--- src/rtl/circular_deque_defines.svh ---
// Assertion macros used by the circular deque top level.
`ifndef CIRCULAR_DEQUE_DEFINES_SVH
`define CIRCULAR_DEQUE_DEFINES_SVH

// Same-cycle implication, checked outside of reset.
`define CDQ_ASSERT_NOW(lbl, clk, rst_n, ante, cons) \
    lbl: assert property (@(posedge clk) disable iff (!(rst_n)) (ante) |-> (cons)) \
        else $error("circular_deque assertion failed");

// Next-cycle implication, checked outside of reset.
`define CDQ_ASSERT_NEXT(lbl, clk, rst_n, ante, cons) \
    lbl: assert property (@(posedge clk) disable iff (!(rst_n)) (ante) |=> (cons)) \
        else $error("circular_deque assertion failed");

`endif

--- src/rtl/cdq_pkg.sv ---
// Package with the types, constants and pointer helpers of the circular deque.
package cdq_pkg;

    localparam int DEPTH  = 16;
    localparam int PTR_W  = (DEPTH > 1) ? $clog2(DEPTH) : 1;
    localparam int CAP_W  = 5;
    localparam int DATA_W = 32;
    localparam int OP_W   = 3;

    localparam logic [CAP_W-1:0] CAP_RESET = CAP_W'(16);
    localparam logic [CAP_W-1:0] CAP_MAX   = CAP_W'(DEPTH);

    typedef enum logic [OP_W-1:0] {
        OP_PUSH_FRONT = 3'd0,
        OP_PUSH_BACK  = 3'd1,
        OP_POP_FRONT  = 3'd2,
        OP_POP_BACK   = 3'd3,
        OP_PEEK_FRONT = 3'd4,
        OP_PEEK_BACK  = 3'd5
    } t_op;

    typedef struct packed {
        logic [OP_W-1:0]          operation;
        logic signed [DATA_W-1:0] value;
    } t_in_item;

    typedef struct packed {
        logic                     ok;
        logic signed [DATA_W-1:0] data;
        logic                     empty_res;
        logic                     full_res;
    } t_out_item;

    // Memory command issued by the control block.
    typedef struct packed {
        logic              we;
        logic [PTR_W-1:0]  waddr;
        logic [DATA_W-1:0] wdata;
        logic              re;
        logic [PTR_W-1:0]  raddr;
    } t_ram_cmd;

    // Outcome of one transaction, minus the element read from memory.
    typedef struct packed {
        logic ok;
        logic peek_ok;
        logic peek_fail;
        logic empty_res;
        logic full_res;
    } t_ctrl_res;

    // Current occupancy, for checks in the top level.
    typedef struct packed {
        logic empty;
        logic full;
    } t_status;

    // Clamp a written capacity into 1..DEPTH.
    function automatic logic [CAP_W-1:0] sat_cap(input logic [CAP_W-1:0] v);
        logic [CAP_W-1:0] c;
        begin
            c = v;
            if (c == '0) c = CAP_W'(1);
            if (c > CAP_MAX) c = CAP_MAX;
            return c;
        end
    endfunction

    function automatic logic [PTR_W-1:0] last_slot(input logic [CAP_W-1:0] cap);
        logic [CAP_W-1:0] cm1;
        begin
            cm1 = cap - CAP_W'(1);
            return cm1[PTR_W-1:0];
        end
    endfunction

    function automatic logic [PTR_W-1:0] step_up(input logic [PTR_W-1:0] p,
                                                  input logic [CAP_W-1:0] cap);
        logic [CAP_W-1:0] nxt;
        begin
            nxt = CAP_W'(p) + CAP_W'(1);
            return (nxt >= cap) ? '0 : nxt[PTR_W-1:0];
        end
    endfunction

    function automatic logic [PTR_W-1:0] step_down(input logic [PTR_W-1:0] p,
                                                    input logic [CAP_W-1:0] cap);
        begin
            return (p == '0 || CAP_W'(p) >= cap) ? last_slot(cap) : p - PTR_W'(1);
        end
    endfunction

endpackage

--- src/rtl/circular_deque.sv ---
// Top level of the circular deque: handshakes, result stages and slot memory.
// A result passes through the pending stage and the output register after its transaction is accepted.
// Throughput: one transaction per cycle while the output is not stalled, set by the
// read-modify update of the pointer registers and the registered read of the slot memory.
// Reset (i_rst_n low, synchronous) empties the deque, sets capacity to 16
// and drops both result stages; slot contents are left undefined.
module circular_deque import cdq_pkg::*; (
    input  logic             i_clk,
    input  logic             i_rst_n,
    input  logic             i_cfg_we,
    input  logic [CAP_W-1:0] i_cfg_data,
    input  logic             i_in_valid,
    output logic             o_in_ready,
    input  t_in_item         i_in_item,
    output logic             o_out_valid,
    input  logic             i_out_ready,
    output t_out_item        o_out_item
);

`include "circular_deque_defines.svh"

    // Stage one holds the control outcome while the memory read completes.
    // Stage two is the output register seen by the downstream consumer.
    logic      r_pend_valid;
    t_ctrl_res r_pend;
    logic      r_out_valid;
    t_out_item r_out;

    logic        accept;
    logic        pend_move;
    t_ram_cmd    ram_cmd;
    t_ctrl_res   ctrl_res;
    t_status     status;
    logic [DATA_W-1:0] ram_rdata;
    t_out_item   n_out;

    // The pending stage advances whenever the output register is free or
    // being emptied in this cycle, and a new transaction may enter whenever
    // the pending stage is free or advancing. The memory read therefore
    // only fires on entry, so it never overwrites data a waiting peek needs.
    assign pend_move  = r_pend_valid && (!r_out_valid || i_out_ready);
    assign o_in_ready = !r_pend_valid || pend_move;
    assign accept     = i_in_valid && o_in_ready;

    cdq_ctrl u_ctrl (
        .i_clk      (i_clk),
        .i_rst_n    (i_rst_n),
        .i_cfg_we   (i_cfg_we),
        .i_cfg_data (i_cfg_data),
        .i_accept   (accept),
        .i_item     (i_in_item),
        .o_ram_cmd  (ram_cmd),
        .o_res      (ctrl_res),
        .o_status   (status)
    );

    cdq_ram #(
        .ADDR_W (PTR_W),
        .DATA_W (DATA_W)
    ) u_ram (
        .i_clk   (i_clk),
        .i_we    (ram_cmd.we),
        .i_waddr (ram_cmd.waddr),
        .i_wdata (ram_cmd.wdata),
        .i_re    (ram_cmd.re),
        .i_raddr (ram_cmd.raddr),
        .o_rdata (ram_rdata)
    );

    // Only one operation runs per cycle, so a write and a read never touch
    // the memory in the same cycle; a read following a write sees it.

    // A successful peek returns the slot, a failed peek all ones, and every
    // other operation zero.
    always_comb begin
        n_out.ok        = r_pend.ok;
        n_out.empty_res = r_pend.empty_res;
        n_out.full_res  = r_pend.full_res;
        priority if (r_pend.peek_ok) begin
            n_out.data = ram_rdata;
        end else if (r_pend.peek_fail) begin
            n_out.data = '1;
        end else begin
            n_out.data = '0;
        end
    end

    always_ff @(posedge i_clk) begin
        if (!i_rst_n) begin
            r_pend_valid <= 1'b0;
            r_out_valid  <= 1'b0;
        end else begin
            if (accept) begin
                r_pend_valid <= 1'b1;
            end else if (pend_move) begin
                r_pend_valid <= 1'b0;
            end
            if (pend_move) begin
                r_out_valid <= 1'b1;
            end else if (i_out_ready) begin
                r_out_valid <= 1'b0;
            end
        end
    end

    always_ff @(posedge i_clk) begin
        if (accept) begin
            r_pend <= ctrl_res;
        end
        if (pend_move) begin
            r_out <= n_out;
        end
    end

    assign o_out_valid = r_out_valid;
    assign o_out_item  = r_out;

    // The memory read data must not be overwritten while a peek waits.
    `CDQ_ASSERT_NOW(a_no_read_in_stall, i_clk, i_rst_n, r_pend_valid && !pend_move, !ram_cmd.re)
    // A single operation either writes or reads the slot memory, never both.
    `CDQ_ASSERT_NOW(a_one_mem_access, i_clk, i_rst_n, ram_cmd.we, !ram_cmd.re)
    // A successful push always leaves the deque non-empty.
    `CDQ_ASSERT_NEXT(a_push_not_empty, i_clk, i_rst_n, ram_cmd.we && !i_cfg_we, !status.empty)
    // With a capacity of at least one, a result is never both empty and full.
    `CDQ_ASSERT_NOW(a_status_exclusive, i_clk, i_rst_n, r_out_valid, !(r_out.empty_res && r_out.full_res))

endmodule

--- src/rtl/cdq_ram.sv ---
// Single-port-write, single-port-read slot memory with registered read data.
module cdq_ram #(
    parameter int ADDR_W = 4,
    parameter int DATA_W = 32
) (
    input  logic              i_clk,
    input  logic              i_we,
    input  logic [ADDR_W-1:0] i_waddr,
    input  logic [DATA_W-1:0] i_wdata,
    input  logic              i_re,
    input  logic [ADDR_W-1:0] i_raddr,
    output logic [DATA_W-1:0] o_rdata
);

    logic [DATA_W-1:0] r_mem [2**ADDR_W];
    logic [DATA_W-1:0] r_rdata;

    always_ff @(posedge i_clk) begin
        if (i_we) begin
            r_mem[i_waddr] <= i_wdata;
        end
    end

    always_ff @(posedge i_clk) begin
        if (i_re) begin
            r_rdata <= r_mem[i_raddr];
        end
    end

    assign o_rdata = r_rdata;

endmodule

--- src/rtl/cdq_ctrl.sv ---
// Pointer, fill level and capacity control of the circular deque.
module cdq_ctrl import cdq_pkg::*; (
    input  logic             i_clk,
    input  logic             i_rst_n,
    input  logic             i_cfg_we,
    input  logic [CAP_W-1:0] i_cfg_data,
    input  logic             i_accept,
    input  t_in_item         i_item,
    output t_ram_cmd         o_ram_cmd,
    output t_ctrl_res        o_res,
    output t_status          o_status
);

    logic [CAP_W-1:0] r_cap,   n_cap;
    logic [PTR_W-1:0] r_front, n_front;
    logic [PTR_W-1:0] r_back,  n_back;
    logic [CAP_W-1:0] r_fill,  n_fill;

    logic is_empty;
    logic is_full;
    logic [CAP_W-1:0] cfg_cap;

    assign is_empty = (r_fill == '0);
    assign is_full  = (r_fill >= r_cap);
    assign cfg_cap  = sat_cap(i_cfg_data);

    always_comb begin
        n_cap     = r_cap;
        n_front   = r_front;
        n_back    = r_back;
        n_fill    = r_fill;
        o_ram_cmd = '0;
        o_ram_cmd.wdata = i_item.value;
        o_res     = '0;

        if (i_accept) begin
            unique case (t_op'(i_item.operation))
                OP_PUSH_FRONT: begin
                    if (!is_full) begin
                        n_front         = step_down(r_front, r_cap);
                        o_ram_cmd.we    = 1'b1;
                        o_ram_cmd.waddr = n_front;
                        n_fill          = r_fill + CAP_W'(1);
                        o_res.ok        = 1'b1;
                    end
                end
                OP_PUSH_BACK: begin
                    if (!is_full) begin
                        n_back          = step_up(r_back, r_cap);
                        o_ram_cmd.we    = 1'b1;
                        o_ram_cmd.waddr = n_back;
                        n_fill          = r_fill + CAP_W'(1);
                        o_res.ok        = 1'b1;
                    end
                end
                OP_POP_FRONT: begin
                    if (!is_empty) begin
                        n_front  = step_up(r_front, r_cap);
                        n_fill   = r_fill - CAP_W'(1);
                        o_res.ok = 1'b1;
                    end
                end
                OP_POP_BACK: begin
                    if (!is_empty) begin
                        n_back   = step_down(r_back, r_cap);
                        n_fill   = r_fill - CAP_W'(1);
                        o_res.ok = 1'b1;
                    end
                end
                OP_PEEK_FRONT: begin
                    o_res.ok        = !is_empty;
                    o_res.peek_ok   = !is_empty;
                    o_res.peek_fail = is_empty;
                    o_ram_cmd.re    = !is_empty;
                    o_ram_cmd.raddr = r_front;
                end
                OP_PEEK_BACK: begin
                    o_res.ok        = !is_empty;
                    o_res.peek_ok   = !is_empty;
                    o_res.peek_fail = is_empty;
                    o_ram_cmd.re    = !is_empty;
                    o_ram_cmd.raddr = r_back;
                end
                default: begin
                end
            endcase
        end

        o_res.empty_res = (n_fill == '0);
        o_res.full_res  = (n_fill >= r_cap);

        // A capacity write empties the deque.
        if (i_cfg_we) begin
            n_cap   = cfg_cap;
            n_front = '0;
            n_back  = last_slot(cfg_cap);
            n_fill  = '0;
        end
    end

    always_ff @(posedge i_clk) begin
        if (!i_rst_n) begin
            r_cap   <= CAP_RESET;
            r_front <= '0;
            r_back  <= last_slot(CAP_RESET);
            r_fill  <= '0;
        end else begin
            r_cap   <= n_cap;
            r_front <= n_front;
            r_back  <= n_back;
            r_fill  <= n_fill;
        end
    end

    assign o_status.empty = is_empty;
    assign o_status.full  = is_full;

endmodule

--- config.mk ---
export PLATFORM = sky130hd
export DESIGN_NAME = circular_deque
export DESIGN_NICKNAME = d
export VERILOG_FILES = /design/src/rtl/cdq_pkg.sv /design/src/rtl/circular_deque.sv /design/src/rtl/cdq_ram.sv /design/src/rtl/cdq_ctrl.sv
export VERILOG_INCLUDE_DIRS = /design/src /design/src/rtl
export SDC_FILE = /design/constraint.sdc
export NUM_CORES = 1
export LEC_CHECK = 0
export BUFFER_PORTS_ARGS = -buffer_cell sky130_fd_sc_hd__buf_2
export CAP_MARGIN = 20
export CORE_ASPECT_RATIO = 0.75
export CORE_UTILIZATION = 60
export DETAILED_ROUTE_END_ITERATION = 12
export PLACE_DENSITY = 0.87
export SETUP_SLACK_MARGIN = 0.02
export SLEW_MARGIN = 20
export SYNTH_ARGS = -nofsm -noshare
export SYNTH_HDL_FRONTEND = slang
export SYNTH_HIERARCHICAL = 1
export SYNTH_SLANG_ARGS = --single-unit
--- constraint.sdc ---
create_clock -name i_clk -period 7 [get_ports i_clk]
set_clock_uncertainty 0.2 [all_clocks]
set_input_delay 0.7 -clock i_clk [delete_from_list [all_inputs] [get_ports i_clk]]
set_output_delay 0.7 -clock i_clk [all_outputs]
set_load 0.1 [all_outputs]
; After elaboration in Yosys (flattened, before gate mapping)
; Memory sizes are Yosys's and may differ from the RTL's. A register that Yosys moved wholly into a read port is not among the register bits.
; Cells that the tools add are included.
[totals]
regBits = 60
ram_bits = 512
in_bits = 45
output_inout_bits = 37
elab_cells = 102
mem_count = 1
[classes]
addsub = 8
n_lt_le_gt_ge = 7
n_eq_ne = 9
n_mux = 35
n_bitwise = 1
n_reduce_logical = 26
[memory_table]
columns = name, words, width, read_ports, rd_ports_with_merged_regs, wr, line
row1 = u_ram.r_mem, 16, 32, 1, 1, 1, cdq_ram.sv:15  ; logic [DATA_W-1:0] r_mem [2**ADDR_W];
[op_table]
columns = operator, count
row1 = $mux W32, 2
row2 = $mux W5, 9
row3 = $mux W4, 10
row4 = $pmux W5 S2, 3
row5 = $ge A5 B5 Y1, 4
row6 = $pmux W4 S2, 2
row7 = $sub A4 B1 Y4 const B, 4
row8 = $logic_not A5 Y1, 3
row9 = $add A4 B1 Y5 const B, 2
row10 = $ge A4 B5 Y1, 2
row11 = $logic_not A4 Y1, 2
row12 = $mux W1, 8
row13 = $reduce_and A4 Y1, 2
row14 = $reduce_bool A2 Y1, 4
row15 = $reduce_or A2 Y1, 4
row16 = $eq A3 B2 Y1 const B, 2
row17 = $eq A3 B3 Y1 const B, 2
row18 = $ne A3 B3 Y1 const B, 2
row19 = $add A5 B1 Y5 const B, 1
row20 = $gt A5 B5 Y1 const B, 1
row21 = $sub A5 B1 Y5 const B, 1
row22 = $logic_or A1 B1 Y1, 4
row23 = $ne A2 B2 Y1 const B, 2
row24 = $eq A3 B1 Y1 const B, 1
row25 = other kinds (6), 9

; Longest topological paths before layout
[depth]
word_depth = 8
depth_mapped = 15
ltp_nobuf = 15

; By module
; The synthesis kept the hierarchy.
[modules_own_cells]
columns = mod, n_inst, cells_each, area_each_um2, seq_area_each_um2
row1 = cdq_ram, 1, 838, 20155.6, 16335.7
row2 = cdq_ctrl, 1, 316, 2597.5, 360.3
row3 = circular_deque, 1, 121, 1592.8, 1241.2

; Worst setup path after synthesis
; No wires, ideal clock.
[synth_path]
kind = register to register
startpoint = reg r_out_valid, in the netlist o_out_valid
endpoint = mem u_ram.r_mem[0][0], enable pin
setup_ns = 0.461
arrival_ns = 5.018
t_required_ns = 6.339
path_slack_ns = 1.321
path_stages_with_launch = 10
n_path_buf = 0
period_less_slack_ns = 5.679
cell_sequence = dfxtp_1 -> nor2b_1 -> a21oi_1 -> nor3b_1 -> nand2_1 -> a21oi_1 -> and3_1 -> a22o_1 -> or3b_2 -> nor3_1
[synth_lines]
columns = element, line
row1 = "start, declared", circular_deque.sv:26  ; logic r_out_valid;
row2 = "start signal, assigned", circular_deque.sv:91  ; r_out_valid <= 1'b0;
row3 = "start signal, assigned", circular_deque.sv:99  ; r_out_valid <= 1'b1;
row4 = "start signal, assigned", circular_deque.sv:101  ; r_out_valid <= 1'b0;
row5 = "end, declared", cdq_ram.sv:15

==> reports/qor.log <==
qor: power.total_power 7.34 mW
qor: floorplanning.fp.dieArea 0.0414 sq mm
qor: place.io_buffer_count 81
qor: route.vias 12900
qor: sta.worst_pin_slew 1190 ps
qor: place.place_inst 1811
qor: clock_network.clock_insertion_delay_worst_skew 590 ps
qor: clock_network.post-cts-setup-buffer-count 0
qor: sta.grt_setup_unrepaired no
qor: global_route.grt_util_met3 6.38%
qor: global_route.grt_antenna_before_repair 2
qor: clock_network.cts_made_buffers 54
qor: route.drt_first_pass_iters 5
qor: global_route.first_global_vias 13000
qor: sta.layout_worst_path_cycle_share 70.1%
qor: floorplanning.num_io_pins 82
qor: finish.layout_commonest_cell edfxtp_1
qor: finish.num-fill-cells 2351
qor: finish.layout.cells.non_filler 1916
qor: global_route.grt_start_max_net_pins 129
qor: finish.area_growth_syn_to_layout 11.4%
qor: sta.setup_viol 0
qor: global_route.grt.met1_usage 38.1%
qor: critical_path.cp_common_cell a21oi_1
qor: floorplanning.placeableCoreArea 0.0397 sq mm
qor: critical_path.worstPathRequired 7060 ps
qor: place.post-dp-hpwl 30400 um
qor: critical_path.crit_path_start_kind register
qor: sta.timing.slew.headroom 20.7%
qor: floorplanning.die_x 235 um
qor: route.route.detailed.vias_per_inst 6.76
qor: power.pwr_density_cell 271 mW/mm^2
qor: floorplanning.floorplan.initialDensity 61.2%
qor: critical_path.critical_path_peak_fanout 19
qor: route.drc_errors 0
qor: floorplanning.fp-row-count 63
qor: place.place_worst_setup_slack 1940 ps
qor: global_route.grt_use_met2 46.1%
qor: outcome.run_status complete, no violations
qor: critical_path.timing_worst_setup_path_type register to register
qor: logic_synthesis.postSynthNetCount 1355
qor: logic_synthesis.synth_warn 6
qor: sta.hold-worst-slack 216 ps
qor: sta.setup_tns 0 ps
qor: route.ant_nets 0
qor: sta.max_freq 0.204 GHz
qor: sta.post-route-worst-setup-slack 2100 ps
qor: route.route.detailed.wl_per_inst 29.8 um
qor: global_route.gr-max-usage-layer met2
qor: clock_network.clock-root-buffer clkbuf_16
qor: global_route.global_route.overflow_total 0
qor: finish.drive_gt1_share 26.2%
qor: critical_path.cpPeakStageDelay 840 ps
qor: floorplanning.dieHeight 176 um
qor: clock_network.cts_tree done
qor: place.post_dp_cell_area 0.0253 sq mm
qor: critical_path.worstPathCellList nor2b_1 > a21oi_1 > nor3b_1 > nand2_1 > a21oi_1 > and3_1 > a22o_1 > nand2b_1 > nor2_4 > buf_4
qor: finish.layout.cell_area.non_filler 0.0271 sq mm
qor: power.ir_drop 0.248 mV
qor: critical_path.worst_setup_path_end_kind register
qor: power.leakage 8.88 nW
qor: clock_network.ctsResizeCount 0
qor: critical_path.worst_path_max_delay_cell nor2_4
qor: clock_network.cts.sinks 604
qor: sta.layout_min_cycle_time 4900 ps
qor: critical_path.regToRegSetupSlack 2100 ps
qor: clock_network.clk_pin_slew_worst_paths 60 ps
qor: sta.final-hold-violation-count 0
qor: sta.finalMaxSlewViolations 0
qor: finish.layout_common_cells edfxtp_1, mux4_2, nand2_1, buf_2, a22oi_1
qor: run.max-cap-violations 0
qor: route.routed_wl 57100 um
qor: global_route.global_route_wire_length_before_repair 83200 um
qor: clock_network.count_of_hold_buffers_inserted_by_post_cts_repair 0
qor: clock_network.ctsLongestPathBuffers 3
qor: logic_synthesis.gate_count_post_synth 1273
qor: worst_hold_path.worst_hold_path_type primary input to register
qor: finish.final_core_util 68.2%
qor: logic_synthesis.synthesis.area_per_instance 19.1 sq um
qor: global_route.grt_util_all_layers 28.3%
qor: route.detailedRoute.firstIterationViolations 1632
qor: place.weighted_congestion_reported_at_the_end_of_routability_driven_placement 0.857
qor: finish.final_nets 1431
qor: critical_path.arrival 4970 ps
qor: clock_network.level_count_of_the_clock_h_tree 2
qor: logic_synthesis.synth_area 0.0243 sq mm
-- path summary, 6_finish.rpt --
check	from	end	cells after the start
worst max-delay path	o_out_valid$_SDFFE_PN0P_	u_ram/r_mem[6][21]$_DFFE_PP_	10
worst min-delay path	i_rst_n	u_ctrl/r_back[0]$_SDFFE_PN1P_	2
worst max register to register	o_out_valid$_SDFFE_PN0P_	u_ram/r_mem[6][21]$_DFFE_PP_	10
worst min register to register	n_out[1]$_DFFE_PP_	o_out_item[1]$_DFFE_PP_	0
-- power by group --
group,leakage [nW],internal (mW),switching [mW]
sequential,5.44,3.99,0.0152
clock,0.856,1.63,1.31
combinational,2.58,0.123,0.274
-- critical path: cells and delay by family (launching register included) --
| family | cells | cell delay (ps) |
|---|---|---|
| AOI/OAI and AO/OA | 3 | 1500 |
| buffers and inverters | 1 | 410 |
| and+or+nand+nor | 6 | 2130 |
| DFF | 1 | 320 |
-- area by class of cell --
type / count / area [sq um] / area share (%)
clock buffers: 65 / 1460 / 5.37
flip-flops and latches: 604 / 17900 / 66.2
clock inverters: 36 / 290 / 1.07
repair buffers: 110 / 738 / 2.72
well taps: 520 / 651 / 2.40
multi-input cells: 557 / 5940 / 21.9
diodes: 2 / 5.00 / 0.0185
inverters: 22 / 87.6 / 0.323
-- flip-flops by register name, indices dropped and copies added (netlist names) --
name	count
u_ram/r_mem	512
o_out_item	35
u_ram/o_rdata	32
u_ctrl/r_cap	5
u_ctrl/r_fill	5
u_ctrl/r_back	4
u_ctrl/r_front	4
n_out	3
r_pend	2
o_out_valid	1
r_pend_valid	1
-- per-layer routing --
metal / wire length (um) / up-vias / share of wire [%]
met3: 5710 / 125 / 10
met2: 28500 / 845 / 50
met5: 9 / - / 0.016
met1: 21200 / 6696 / 37
met4: 1710 / 2 / 3.0
li1: - / 5279 / -
(Power assumes the default switching activity.)
